<file path="src/rtl/length_prefixed_block_deframer_unit_macros.svh">
// ----------------------------------------------------------------------------
// Deframer assertion macros
// Shared concurrent assertion forms for the deframer RTL.
// ----------------------------------------------------------------------------
`ifndef LENGTH_PREFIXED_BLOCK_DEFRAMER_UNIT_MACROS_SVH
`define LENGTH_PREFIXED_BLOCK_DEFRAMER_UNIT_MACROS_SVH

// Same-cycle implication, checked outside reset.
`define LPBD_ASSERT_SAME(label, clk, rst, ante, cons) \
   label: assert property (@(posedge clk) disable iff (rst) (ante) |-> (cons)) \
      else $error("deframer same-cycle check failed");

// Next-cycle implication, checked outside reset.
`define LPBD_ASSERT_NEXT(label, clk, rst, ante, cons) \
   label: assert property (@(posedge clk) disable iff (rst) (ante) |=> (cons)) \
      else $error("deframer next-cycle check failed");

`endif

</file>
<file path="src/rtl/lpbd_pkg.sv">
// ----------------------------------------------------------------------------
// Deframer package
// Phase type, result status codes and register constants for the deframer.
// ----------------------------------------------------------------------------
package lpbd_pkg;

   typedef enum logic [1:0] {
      PH_PREFIX  = 2'd0,
      PH_HEADER  = 2'd1,
      PH_PAYLOAD = 2'd2,
      PH_ERROR   = 2'd3
   } phase_type;

   typedef logic [1:0] status_type;

   localparam status_type ST_PAYLOAD = 2'd0;
   localparam status_type ST_EMPTY   = 2'd1;
   localparam status_type ST_SHORT   = 2'd2;
   localparam status_type ST_LEN_ERR = 2'd3;

   localparam logic [1:0]  LAST_COUNT        = 2'd3;
   localparam logic [1:0]  ADDR_MAX_BLOCK_LEN = 2'd0;
   localparam logic [31:0] MAX_BLOCK_LEN_RESET = 32'd16777216;

endpackage

</file>
<file path="src/rtl/length_prefixed_block_deframer_unit.sv">
// ----------------------------------------------------------------------------
// Length-prefixed block deframer
// Splits a byte stream into blocks with a four-byte big-endian length prefix
// and a four-byte inner header, emitting one result per payload byte or a status.
// ----------------------------------------------------------------------------
// One byte enters per cycle and its result, if any, shows on the rsp_ side in
// the next cycle from a single result register. The only thing that slows the
// input is that register: req_stall is high while it holds a beat that the
// receiver stalls, so the sustained rate is one byte per cycle whenever the
// receiver takes results. A body length above max_block_len gives one
// length-error result, after which all bytes are taken and dropped until reset.
`include "length_prefixed_block_deframer_unit_macros.svh"

module length_prefixed_block_deframer_unit (
   input  logic                    clock,
   input  logic                    reset,
   // byte input
   input  logic                    req_valid,
   output logic                    req_stall,
   input  logic [7:0]              req_data_byte,
   // result output
   output logic                    rsp_valid,
   input  logic                    rsp_stall,
   output lpbd_pkg::status_type    rsp_status,
   output logic [7:0]              rsp_payload_byte,
   output logic [7:0]              rsp_msg_type,
   output logic [7:0]              rsp_msg_flags,
   output logic [15:0]             rsp_channel,
   output logic [31:0]             rsp_block_len,
   output logic                    rsp_last,
   // register port
   input  logic                    psel,
   input  logic                    penable,
   input  logic                    pwrite,
   input  logic [1:0]              paddr,
   input  logic [31:0]             pwdata,
   output logic [31:0]             prdata,
   output logic                    pready
);

   import lpbd_pkg::*;

   phase_type   phase_ff, phase_in;
   logic [1:0]  byte_count_ff, byte_count_in;
   logic [31:0] length_shift_ff, length_shift_in;
   logic [31:0] remaining_ff, remaining_in;
   logic [7:0]  held_type_ff, held_type_in;
   logic [7:0]  held_flags_ff, held_flags_in;
   logic [15:0] held_channel_ff, held_channel_in;
   logic [31:0] max_block_len_ff, max_block_len_in;

   logic        rsp_valid_ff, rsp_valid_in;
   status_type  rsp_status_ff, rsp_status_in;
   logic [7:0]  rsp_payload_ff, rsp_payload_in;
   logic [7:0]  rsp_type_ff, rsp_type_in;
   logic [7:0]  rsp_flags_ff, rsp_flags_in;
   logic [15:0] rsp_channel_ff, rsp_channel_in;
   logic [31:0] rsp_block_len_ff, rsp_block_len_in;
   logic        rsp_last_ff, rsp_last_in;

   logic        take;
   logic        emit;
   logic        count_end;
   logic        rem_last;
   logic [31:0] shift_next;
   logic [31:0] rem_dec;
   logic        cfg_write;

   assign req_stall  = rsp_valid_ff & rsp_stall;
   assign take       = req_valid & ~req_stall;
   assign count_end  = (byte_count_ff == LAST_COUNT);
   assign shift_next = {length_shift_ff[23:0], req_data_byte};
   assign rem_dec    = remaining_ff - 32'd1;
   assign rem_last   = (rem_dec == 32'd0);

   assign pready    = 1'b1;
   assign cfg_write = psel & penable & pwrite & (paddr == ADDR_MAX_BLOCK_LEN);
   assign prdata    = (paddr == ADDR_MAX_BLOCK_LEN) ? max_block_len_ff : 32'd0;
   assign max_block_len_in = cfg_write ? pwdata : max_block_len_ff;

   // Next phase
   always_comb begin
      phase_in = phase_ff;
      if (take) begin
         unique case (phase_ff)
            PH_PREFIX: begin
               if (count_end) begin
                  if (shift_next > max_block_len_ff) begin
                     phase_in = PH_ERROR;
                  end else if (shift_next != 32'd0) begin
                     phase_in = PH_HEADER;
                  end
               end
            end
            PH_HEADER: begin
               if (rem_last) begin
                  phase_in = PH_PREFIX;
               end else if (count_end) begin
                  phase_in = PH_PAYLOAD;
               end
            end
            PH_PAYLOAD: begin
               if (rem_last) begin
                  phase_in = PH_PREFIX;
               end
            end
            PH_ERROR: begin
               phase_in = PH_ERROR;
            end
            default: begin
               phase_in = PH_ERROR;
            end
         endcase
      end
   end

   // Datapath and result
   always_comb begin
      byte_count_in    = byte_count_ff;
      length_shift_in  = length_shift_ff;
      remaining_in     = remaining_ff;
      held_type_in     = held_type_ff;
      held_flags_in    = held_flags_ff;
      held_channel_in  = held_channel_ff;
      emit             = 1'b0;
      rsp_status_in    = ST_PAYLOAD;
      rsp_payload_in   = 8'd0;
      rsp_type_in      = 8'd0;
      rsp_flags_in     = 8'd0;
      rsp_channel_in   = 16'd0;
      rsp_block_len_in = length_shift_ff;
      rsp_last_in      = 1'b1;
      if (take) begin
         unique case (phase_ff)
            PH_PREFIX: begin
               length_shift_in  = shift_next;
               rsp_block_len_in = shift_next;
               byte_count_in    = byte_count_ff + 2'd1;
               if (count_end) begin
                  if (shift_next > max_block_len_ff) begin
                     emit          = 1'b1;
                     rsp_status_in = ST_LEN_ERR;
                  end else if (shift_next == 32'd0) begin
                     emit          = 1'b1;
                     rsp_status_in = ST_SHORT;
                  end else begin
                     remaining_in    = shift_next;
                     held_type_in    = 8'd0;
                     held_flags_in   = 8'd0;
                     held_channel_in = 16'd0;
                  end
               end
            end
            PH_HEADER: begin
               case (byte_count_ff)
                  2'd0:    held_type_in    = req_data_byte;
                  2'd1:    held_flags_in   = req_data_byte;
                  default: held_channel_in = {held_channel_ff[7:0], req_data_byte};
               endcase
               remaining_in  = rem_dec;
               byte_count_in = byte_count_ff + 2'd1;
               if (rem_last) begin
                  byte_count_in = 2'd0;
                  emit          = 1'b1;
                  if (count_end) begin
                     rsp_status_in  = ST_EMPTY;
                     rsp_type_in    = held_type_ff;
                     rsp_flags_in   = held_flags_ff;
                     rsp_channel_in = {held_channel_ff[7:0], req_data_byte};
                  end else begin
                     rsp_status_in = ST_SHORT;
                  end
               end
            end
            PH_PAYLOAD: begin
               remaining_in   = rem_dec;
               emit           = 1'b1;
               rsp_status_in  = ST_PAYLOAD;
               rsp_payload_in = req_data_byte;
               rsp_type_in    = held_type_ff;
               rsp_flags_in   = held_flags_ff;
               rsp_channel_in = held_channel_ff;
               rsp_last_in    = rem_last;
            end
            default: begin
               // drop silently
               emit = 1'b0;
            end
         endcase
      end
      rsp_valid_in = emit | (rsp_valid_ff & rsp_stall);
   end

   always_ff @(posedge clock) begin
      if (reset) begin
         phase_ff         <= PH_PREFIX;
         byte_count_ff    <= 2'd0;
         length_shift_ff  <= 32'd0;
         remaining_ff     <= 32'd0;
         held_type_ff     <= 8'd0;
         held_flags_ff    <= 8'd0;
         held_channel_ff  <= 16'd0;
         max_block_len_ff <= MAX_BLOCK_LEN_RESET;
         rsp_valid_ff     <= 1'b0;
      end else begin
         phase_ff         <= phase_in;
         byte_count_ff    <= byte_count_in;
         length_shift_ff  <= length_shift_in;
         remaining_ff     <= remaining_in;
         held_type_ff     <= held_type_in;
         held_flags_ff    <= held_flags_in;
         held_channel_ff  <= held_channel_in;
         max_block_len_ff <= max_block_len_in;
         rsp_valid_ff     <= rsp_valid_in;
      end
   end

   // Load the result beat only when a new one is produced
   always_ff @(posedge clock) begin
      if (emit) begin
         rsp_status_ff    <= rsp_status_in;
         rsp_payload_ff   <= rsp_payload_in;
         rsp_type_ff      <= rsp_type_in;
         rsp_flags_ff     <= rsp_flags_in;
         rsp_channel_ff   <= rsp_channel_in;
         rsp_block_len_ff <= rsp_block_len_in;
         rsp_last_ff      <= rsp_last_in;
      end
   end

   assign rsp_valid        = rsp_valid_ff;
   assign rsp_status       = rsp_status_ff;
   assign rsp_payload_byte = rsp_payload_ff;
   assign rsp_msg_type     = rsp_type_ff;
   assign rsp_msg_flags    = rsp_flags_ff;
   assign rsp_channel      = rsp_channel_ff;
   assign rsp_block_len    = rsp_block_len_ff;
   assign rsp_last         = rsp_last_ff;

   `LPBD_ASSERT_NEXT(a_error_silent, clock, reset,
      (phase_ff == PH_ERROR) && !rsp_valid_ff, !rsp_valid_ff)
   `LPBD_ASSERT_NEXT(a_payload_gives_beat, clock, reset,
      take && (phase_ff == PH_PAYLOAD), rsp_valid_ff && (rsp_status_ff == ST_PAYLOAD))
   `LPBD_ASSERT_SAME(a_status_implies_last, clock, reset,
      rsp_valid_ff && (rsp_status_ff != ST_PAYLOAD), rsp_last_ff)
   `LPBD_ASSERT_SAME(a_count_phase, clock, reset,
      byte_count_ff != 2'd0, (phase_ff == PH_PREFIX) || (phase_ff == PH_HEADER))

endmodule
</file>
<file path="config.mk">
export PLATFORM = sky130hd
export DESIGN_NAME = length_prefixed_block_deframer_unit
export DESIGN_NICKNAME = d
export VERILOG_FILES = /design/src/rtl/lpbd_pkg.sv /design/src/rtl/length_prefixed_block_deframer_unit.sv
export VERILOG_INCLUDE_DIRS = /design/src /design/src/rtl
export SDC_FILE = /design/constraint.sdc
export NUM_CORES = 1
export LEC_CHECK = 0
export BUFFER_PORTS_ARGS = -buffer_cell sky130_fd_sc_hd__clkbuf_2
export CORE_MARGIN = 1
export CORE_UTILIZATION = 50
export CTS_CLUSTER_DIAMETER = 200
export DETAILED_ROUTE_END_ITERATION = 10
export PLACE_DENSITY = 0.72
export SLEW_MARGIN = 20
export SYNTH_ARGS = -nofsm -noshare
export SYNTH_HDL_FRONTEND = slang
export SYNTH_SLANG_ARGS = --single-unit
export TNS_END_PERCENT = 50
</file>
<file path="constraint.sdc">
create_clock -name clock -period 21.1 [get_ports clock]
set_clock_uncertainty 0.1 [all_clocks]
set_input_delay 6.33 -clock clock [delete_from_list [all_inputs] [get_ports clock]]
set_output_delay 6.33 -clock clock [all_outputs]
set_load 0.02 [all_outputs]
</file>
==> results of run 1 <==
sequential cells by signal (all words and copies together) (netlist names), 8 cells and up:
signal,cells
held_channel_ff,16
rsp_msg_type,8
rsp_channel,16
length_shift_ff,32
held_type_ff,8
rsp_msg_flags,8
rsp_payload_byte,8
remaining_ff,32
held_flags_ff,8
rsp_block_len,32
max_block_len_ff,32
power by group through the flow:
stage,Sequential [mW],Clock (mW),Combinational (mW)
after floorplan,0.431,0,0.0678
after global placement,0.434,0,0.0917
after detailed placement,0.434,0,0.0931
after CTS,0.425,0.389,0.0936
after global routing,0.426,0.404,0.104
final,0.425,0.385,0.0947
worst max-delay path by stage:
stage             start    endpoint  slack (ps)  depth (start not counted)
4_1_cts        paddr[1]   prdata[0]        7360                          4
2_1_floorplan  paddr[1]  prdata[10]        7650                          2
6_report       paddr[1]   prdata[0]        7360                          4
3_5_place_dp   paddr[1]   prdata[0]        7370                          4
5_1_grt        paddr[1]   prdata[0]        7270                          4
3_3_place_gp   paddr[1]   prdata[0]        7430                          4
area by class of cell:
class,instances,area share (%)
sequential,208,41.4
multi-input combinational,741,40.8
timing repair buffer,164,7.09
clock buffer,29,5.47
tap,265,2.80
inverter,52,1.65
clock inverter,11,0.728
critical path: stages:
cell and delay, ps:
clkbuf_2 490, nor2_1 150, and2_1 190, clkbuf_2 150
cell families (layout without fill, tap and decap cells):
family | after synthesis | count (layout) | share of synthesized area [%]
multiplexers | 68 | 68 | 7.05
AO/OA/AOI/OAI | 206 | 206 | 12.9
AND/OR/NAND/NOR | 422 | 422 | 21.9
flip-flops | 208 | 208 | 48.1
adder cells (fa/ha/maj) | 41 | 41 | 5.02
XOR/XNOR | 3 | 3 | 0.257
other | 1 | 1 | 0.0367
buffers and inverters | 116 | 256 | 4.64
routing by layer:
metal	vias up	global-route usage (%)	wire (um)
met2	299	38.6	11600
met5	-	0	0
met3	51	3.95	1730
li1	4065	-	-
met4	0	6.98	594
met1	3881	35.5	11900
Yosys cell counts (10+ instances only):
cell,number
nand2_1,93
o32ai_1,18
inv_1,51
edfxtp_1,75
or3_1,10
mux2_2,31
o21ai_0,18
a21oi_1,107
nor3_1,62
nor2_1,72
nand2b_1,22
nand3_1,14
nor4_1,18
and2_1,41
dfxtp_1,133
nand4_1,17
ha_1,41
mux2i_1,37
clkbuf_1,56
nor2b_1,34
per-stage QoR:
stage          setup slack [ps]  instances  area (um2)
2_1_floorplan              7650       1065       10200
3_3_place_gp               7430       1430       11100
3_5_place_dp               7370       1430       11100
4_1_cts                    7360       1470       11900
5_1_grt                    7270       1470       11900
6_report                   7360       1470       11900
==> metrics.md, run 1 <==
| Metric | Value |
|---|---|
| Status | completed |
| Max cap viols | 0 |
| Multi-input logic area | 4840 um2 |
| Yosys warns | 0 |
| Core ar. | 19700 um2 |
| Part of the power in the clock network | 42.5% |
| Cts hold-fix bufs | 0 |
| Num rows | 51 |
| Pwr/cell area | 76.3 nW/um2 |
| Final Util | 60.2% |
| Flop pwr share | ~47% |
| Resized cells post-CTS | 0 |
| Placer Congestion | just over 0.9 |
| CP arrival | 7310 ps |
| Tot GR Track Use | between 20% and 30% |
| CP Class | in -> out |
| Die area | 21000 um2 |
| HP Start | max_block_len_ff[26] |
| Share of layout cells above drive strength 1 | 22.3% |
| Largest net degree at the start of global routing | 81 |
| WL final | around 26000 um |
| Worst endpoint required time | between 10000 and 15000 ps |
| Clock root buffer | clkbuf_16 |
| Switching power | roughly 0.23 mW |
| CTS tree | built |
| R2R depth | 11 |
| Clock Tree Buf Depth | 3 |
| Hold path depth | 2 |
| Total number of vias | 8296 |
| Distinct cells, synth | 71 |
| Die W | 145 um |
| Clock latency on the worst-skew pair | 520 ps |
| Startpoint type of the worst setup path | input port |
| Synth top area cells | dfxtp_1, edfxtp_1, a21oi_1 |
| Syn Inst Count | 1065 |
| Unrepaired setup endpoints after global routing | no |
| Total CTS buffers | 22 |
| IO Count | ~160 |
| Initial Utilization | 51.8% |
| Net Count, Synth | 1155 |
| Drt via density | 5.64 |
| 1st-pass router iterations | 7 |
| Vias in the first global route | 7553 |
| Antenna violations before repair | 0 |
| Sink Count | 208 |
| Fmax | between 70 and 80 MHz |
| Number of synthesized flops with an enable pin | between 70 and 80 |
| Sequential Area | 4910 um2 |
| Worst Hold Class | reg -> reg |
| Antenna-violating nets left | 0 |
| Worst slew margin | 27.2% |
| Peak VDD IR | 0.0000590 V |
| Setup TNS | 0 ps |
| # Post-CTS Setup Buffers | 0 |
| Worst Tran Pin Value | roughly 1100 ps |
| R2R Setup Slk | between 15000 and 20000 ps |
| Worst-path fanout max | 32 |
| Synthesized area | 10200 um2 |
| Top-area cell type share of the netlist area | between 20% and 30% |
| Most frequent cells in the layout | clkbuf_2, dfxtp_1, a21oi_1 |
| HPWL after DPL | 17700 um |
| Leading cell type in the layout, fill and taps excluded | clkbuf_2 |
| Min cycle time layout | 13740 ps |
| WL/cell | around 18 um |
| PortBufs | 157 |
| Sequential fraction of the synthesis area | 48.1% |
| Area Overhead vs Synth | 16.2% |
| Ant diodes | 0 |
| Sw Share | 25.6% |
| Leakage Power | between 4 and 5 nW |
| Final Hold Violating Endpoints | 0 |
| FF-to-FF Start | remaining_ff[0] |
| Ys flop type | dfxtp_1 |
| Int Power | 0.673 mW |
| Grt ovf | 0 |
| Synthesized area per cell | 9.59 um2 |
| Yosys reg bits | 208 |
| First-pass GRT wire length | 40300 um |
| Power consumption | 0.905 mW |
| Area leader, netlist | dfxtp_1 |
| DRC | 0 |
| WHS | 352 ps |
| NumNets Final | 1279 |
| Logic pwr share | between 10% and 20% |
| Worst Hold End | max_block_len_ff[26] |
| CTS clock-pin slew for the worst setup and hold paths | 60 ps |
| Starting DRT DRC Count | slightly below 500 |
| Final period util | 65.1% |
| Crit end category | output pin |
| Htree depth | 1 |
| Async S/R FF share, synth | 0% |
| Final Slew Violations | 0 |
| Die Height | 145 um |
| Final setup vio count | 0 |
| Fill count | 1690 |
| Worst reg2reg endpoint | rsp_block_len[28] |
Power figures use the tool's default switching activity.
==> inputs of run 2 (changes only) <==
--- a/config.mk
+++ b/config.mk
@@ -6,12 +6,13 @@
 export SDC_FILE = /design/constraint.sdc
 export NUM_CORES = 1
 export LEC_CHECK = 0
+export ABC_AREA = 1
 export BUFFER_PORTS_ARGS = -buffer_cell sky130_fd_sc_hd__clkbuf_2
 export CORE_MARGIN = 1
 export CORE_UTILIZATION = 50
 export CTS_CLUSTER_DIAMETER = 200
 export DETAILED_ROUTE_END_ITERATION = 10
-export PLACE_DENSITY = 0.72
+export PLACE_DENSITY = 0.74
 export SLEW_MARGIN = 20
 export SYNTH_ARGS = -nofsm -noshare
 export SYNTH_HDL_FRONTEND = slang
==> constraint.sdc (replaced) <==
create_clock -name clock -period 11.3 [get_ports clock]
set_clock_uncertainty 0.1 [all_clocks]
set_input_delay 3.39 -clock clock [delete_from_list [all_inputs] [get_ports clock]]
set_output_delay 3.39 -clock clock [all_outputs]
set_load 0.02 [all_outputs]
==> run 2 against run 1 <==
Compared with the run above: via count is 15% higher; core utilization is 0.53 points lower; highest routed layer unchanged; largest cell class unchanged; area after synthesis is 2.7% higher.
==> metrics.md, run 2 <==
| Metric | Value |
|---|---|
| Grt ovf | 0 |
| Clock root buffer | clkbuf_16 |
| Hold path depth | 2 |
| WL final | 27100 um |
| Cts hold-fix bufs | 0 |
| Min cycle time layout | 7980 ps |
| Synthesized area per cell | 7.71 um2 |
| Worst Hold End | held_channel_ff[12] |
| Final Slew Violations | 0 |
| Tot GR Track Use | 24.5% |
| CTS tree | built |
| Largest net degree at the start of global routing | 74 |
| R2R Setup Slk | 7460 ps |
| Number of synthesized flops with an enable pin | 75 |
| Placer Congestion | between 0.9 and 1 |
| HPWL after DPL | 19300 um |
| Leakage Power | 5.30 nW |
| Crit end category | output pin |
| Worst-path fanout max | 32 |
| PortBufs | between 150 and 200 |
| Ant diodes | 0 |
| Max cap viols | 0 |
| Worst Tran Pin Value | 905 ps |
| Placed inst area | 11400 um2 |
| Die W | between 100 and 150 um |
| Initial Utilization | 51.5% |
| Drt via density | 5.37 |
| Fill count | 1804 |
| Worst reg2reg endpoint | rsp_block_len[12] |
| CP Class | in -> out |
| Sequential fraction of the synthesis area | a little under half |
| Status | completed |
| # Post-CTS Setup Buffers | 0 |
| Most common cell in the synthesized netlist | nand2_1 |
| Pwr/cell area | 268 nW/um2 |
| First-pass GRT wire length | 42800 um |
| Syn Inst Count | 1359 |
| HP Start | held_channel_ff[12] |
| Worst endpoint required time | ~7800 ps |
| Cell Chain, Critical Path | clkbuf_2, nor2_1, inv_1, nor2_1, clkbuf_2 |
| Leading cell type in the layout, fill and taps excluded | nand2_1 |
| CTS clock-pin slew for the worst setup and hold paths | 60 ps |
| Vias in the first global route | 8402 |
| Clock Tree Buf Depth | 3 |
| Total CTS buffers | 22 |
| Startpoint type of the worst setup path | input port |
| Async S/R FF share, synth | 0% |
| Die Height | between 100 and 150 um |
| Synthesized area | 10500 um2 |
| Synth top area cells | dfxtp_1, edfxtp_1, nand2_1 |
| Total number of vias | 9510 |
| Commonest cells post-synth | nand2_1, inv_1, nor2_1, a21oi_1, dfxtp_1 |
| Share of layout cells above drive strength 1 | 16.8% |
| Yosys warns | 0 |
| FF-to-FF Start | remaining_ff[0] |
| Area leader, netlist | dfxtp_1 |
| R2R depth | 15 |
| Htree depth | 1 |
| Most frequent cells in the layout | nand2_1, inv_1, clkbuf_2 |
| Ys flop type | dfxtp_1 |
| Critical path's slowest cell | inv_1 |
| Num rows | 52 |
| Fmax | 125 MHz |
| Top-area cell type share of the netlist area | 25.4% |
| CP arrival | 4490 ps |
| Sink Count | 208 |
| Buf+Inv Stages, Crit Path | 3 |
| Top delay family on crit path | buffers and inverters |
| Clock latency on the worst-skew pair | roughly 510 ps |
| Peak VDD IR | 0.000131 V |
| Core ar. | 20400 um2 |
| Final instance area | 12100 um2 |
| Resized cells post-CTS | 0 |
| Yosys reg bits | between 200 and 250 |
| Area Overhead vs Synth | 15.8% |
| Slowest stage delay, CP | 650 ps |
| Worst slew margin | 39.6% |
| Unrepaired setup endpoints after global routing | no |
| Power consumption | 3.25 mW |
| WL/cell | about 15 um |
| 1st-pass router iterations | 8 |
| Antenna-violating nets left | 0 |
| NumNets Final | 1576 |
| Starting DRT DRC Count | 938 |
| Setup TNS | 0 ps |
| Worst Hold Class | reg -> reg |
| Final setup vio count | 0 |
| Distinct cells, synth | 34 |
| Die area | around 22000 um2 |
| Antenna violations before repair | 0 |
| Final period util | 70.6% |
| IO Count | 159 |
| DRC | 0 |
| Net Count, Synth | about 1400 |
| Final Hold Violating Endpoints | 0 |
run 2: changes by cell type after synthesis, moves of 34 or more:
cell     delta
nor2b_1    -34
nand2_1   +198
nor2_1     +72
nor3_1     -58
mux2i_1    -37
inv_1     +121
nand3_1    +55
o21ai_0    +69
and2_1     -41
run 2: worst max-delay path by stage:
| stage | endpoint | startpoint | cells past startpoint | slack [ps] |
|---|---|---|---|---|
| floorplan | prdata[10] | paddr[1] | 4 | 3730 |
| global placement | prdata[10] | paddr[0] | 5 | 3420 |
| detailed placement | prdata[8] | paddr[0] | 5 | 3330 |
| CTS | prdata[8] | paddr[0] | 5 | 3330 |
| global route | prdata[8] | paddr[0] | 5 | 3150 |
| finish | prdata[8] | paddr[0] | 5 | 3320 |
run 2: power breakdown:
part           switching, mW  leakage [nW]  internal [mW]
registers             0.0862          1.78          0.905
logic                   1.07          3.17          0.449
clock network          0.295         0.357          0.441
run 2: per-layer routing:
layer  track usage (%)  part of all wire (%)  vias to the layer above
met4              8.23                   2.8                        0
met2              37.2                    44                      397
li1                  -                     -                     4731
met3              4.19                   8.4                       64
met1              35.4                    45                     4318
met5                 0                     0                        -
run 2: area by class of cell:
cell class / count / area, um2 / share of cell area, %
Clock buffer: 31 / 637 / 5.24
Multi-Input combinational cell: 914 / 4650 / 38.3
Sequential cell: 208 / 4910 / 40.5
Timing Repair Buffer: 164 / 838 / 6.90
Tap cell: 270 / 338 / 2.78
Clock inverter: 9 / 104 / 0.855
Inverter: 176 / 661 / 5.44
run 2: logic make-up after synthesis:
group,count (synthesis),synth area share (%)
and+or+nand+nor,580,24.1
AOI/OAI and AO/OA,290,15.1
buffers and inverters,237,8.82
DFF,208,46.9
adders and majority gates,41,4.89
xor gates and xnor gates,2,0.167
other,1,0.0358
run 2: per-stage QoR:
step	hold slack (ps)	instances	setup WS [ps]	utilization, %
after floorplan	341	1359	3730	-
after global placement	353	1732	3420	56.0
after detailed placement	355	1732	3330	56.0
after CTS	365	1772	3330	59.6
after global routing	383	1772	3150	59.6
final	366	1772	3320	59.6
run 2: worst reg2reg max path, stage by stage (launching register included):
cell	delay [ps]
dfxtp_1	330
inv_1	130
ha_1	270
nand2_2	150
nor2_4	170
nand2_2	110
o21ai_1	130
nand2_1	110
nor2_1	140
nand2_1	80
nor2_2	220
nand4_4	180
nand3_1	130
nand2_1	100
inv_2	410
buf_4	650
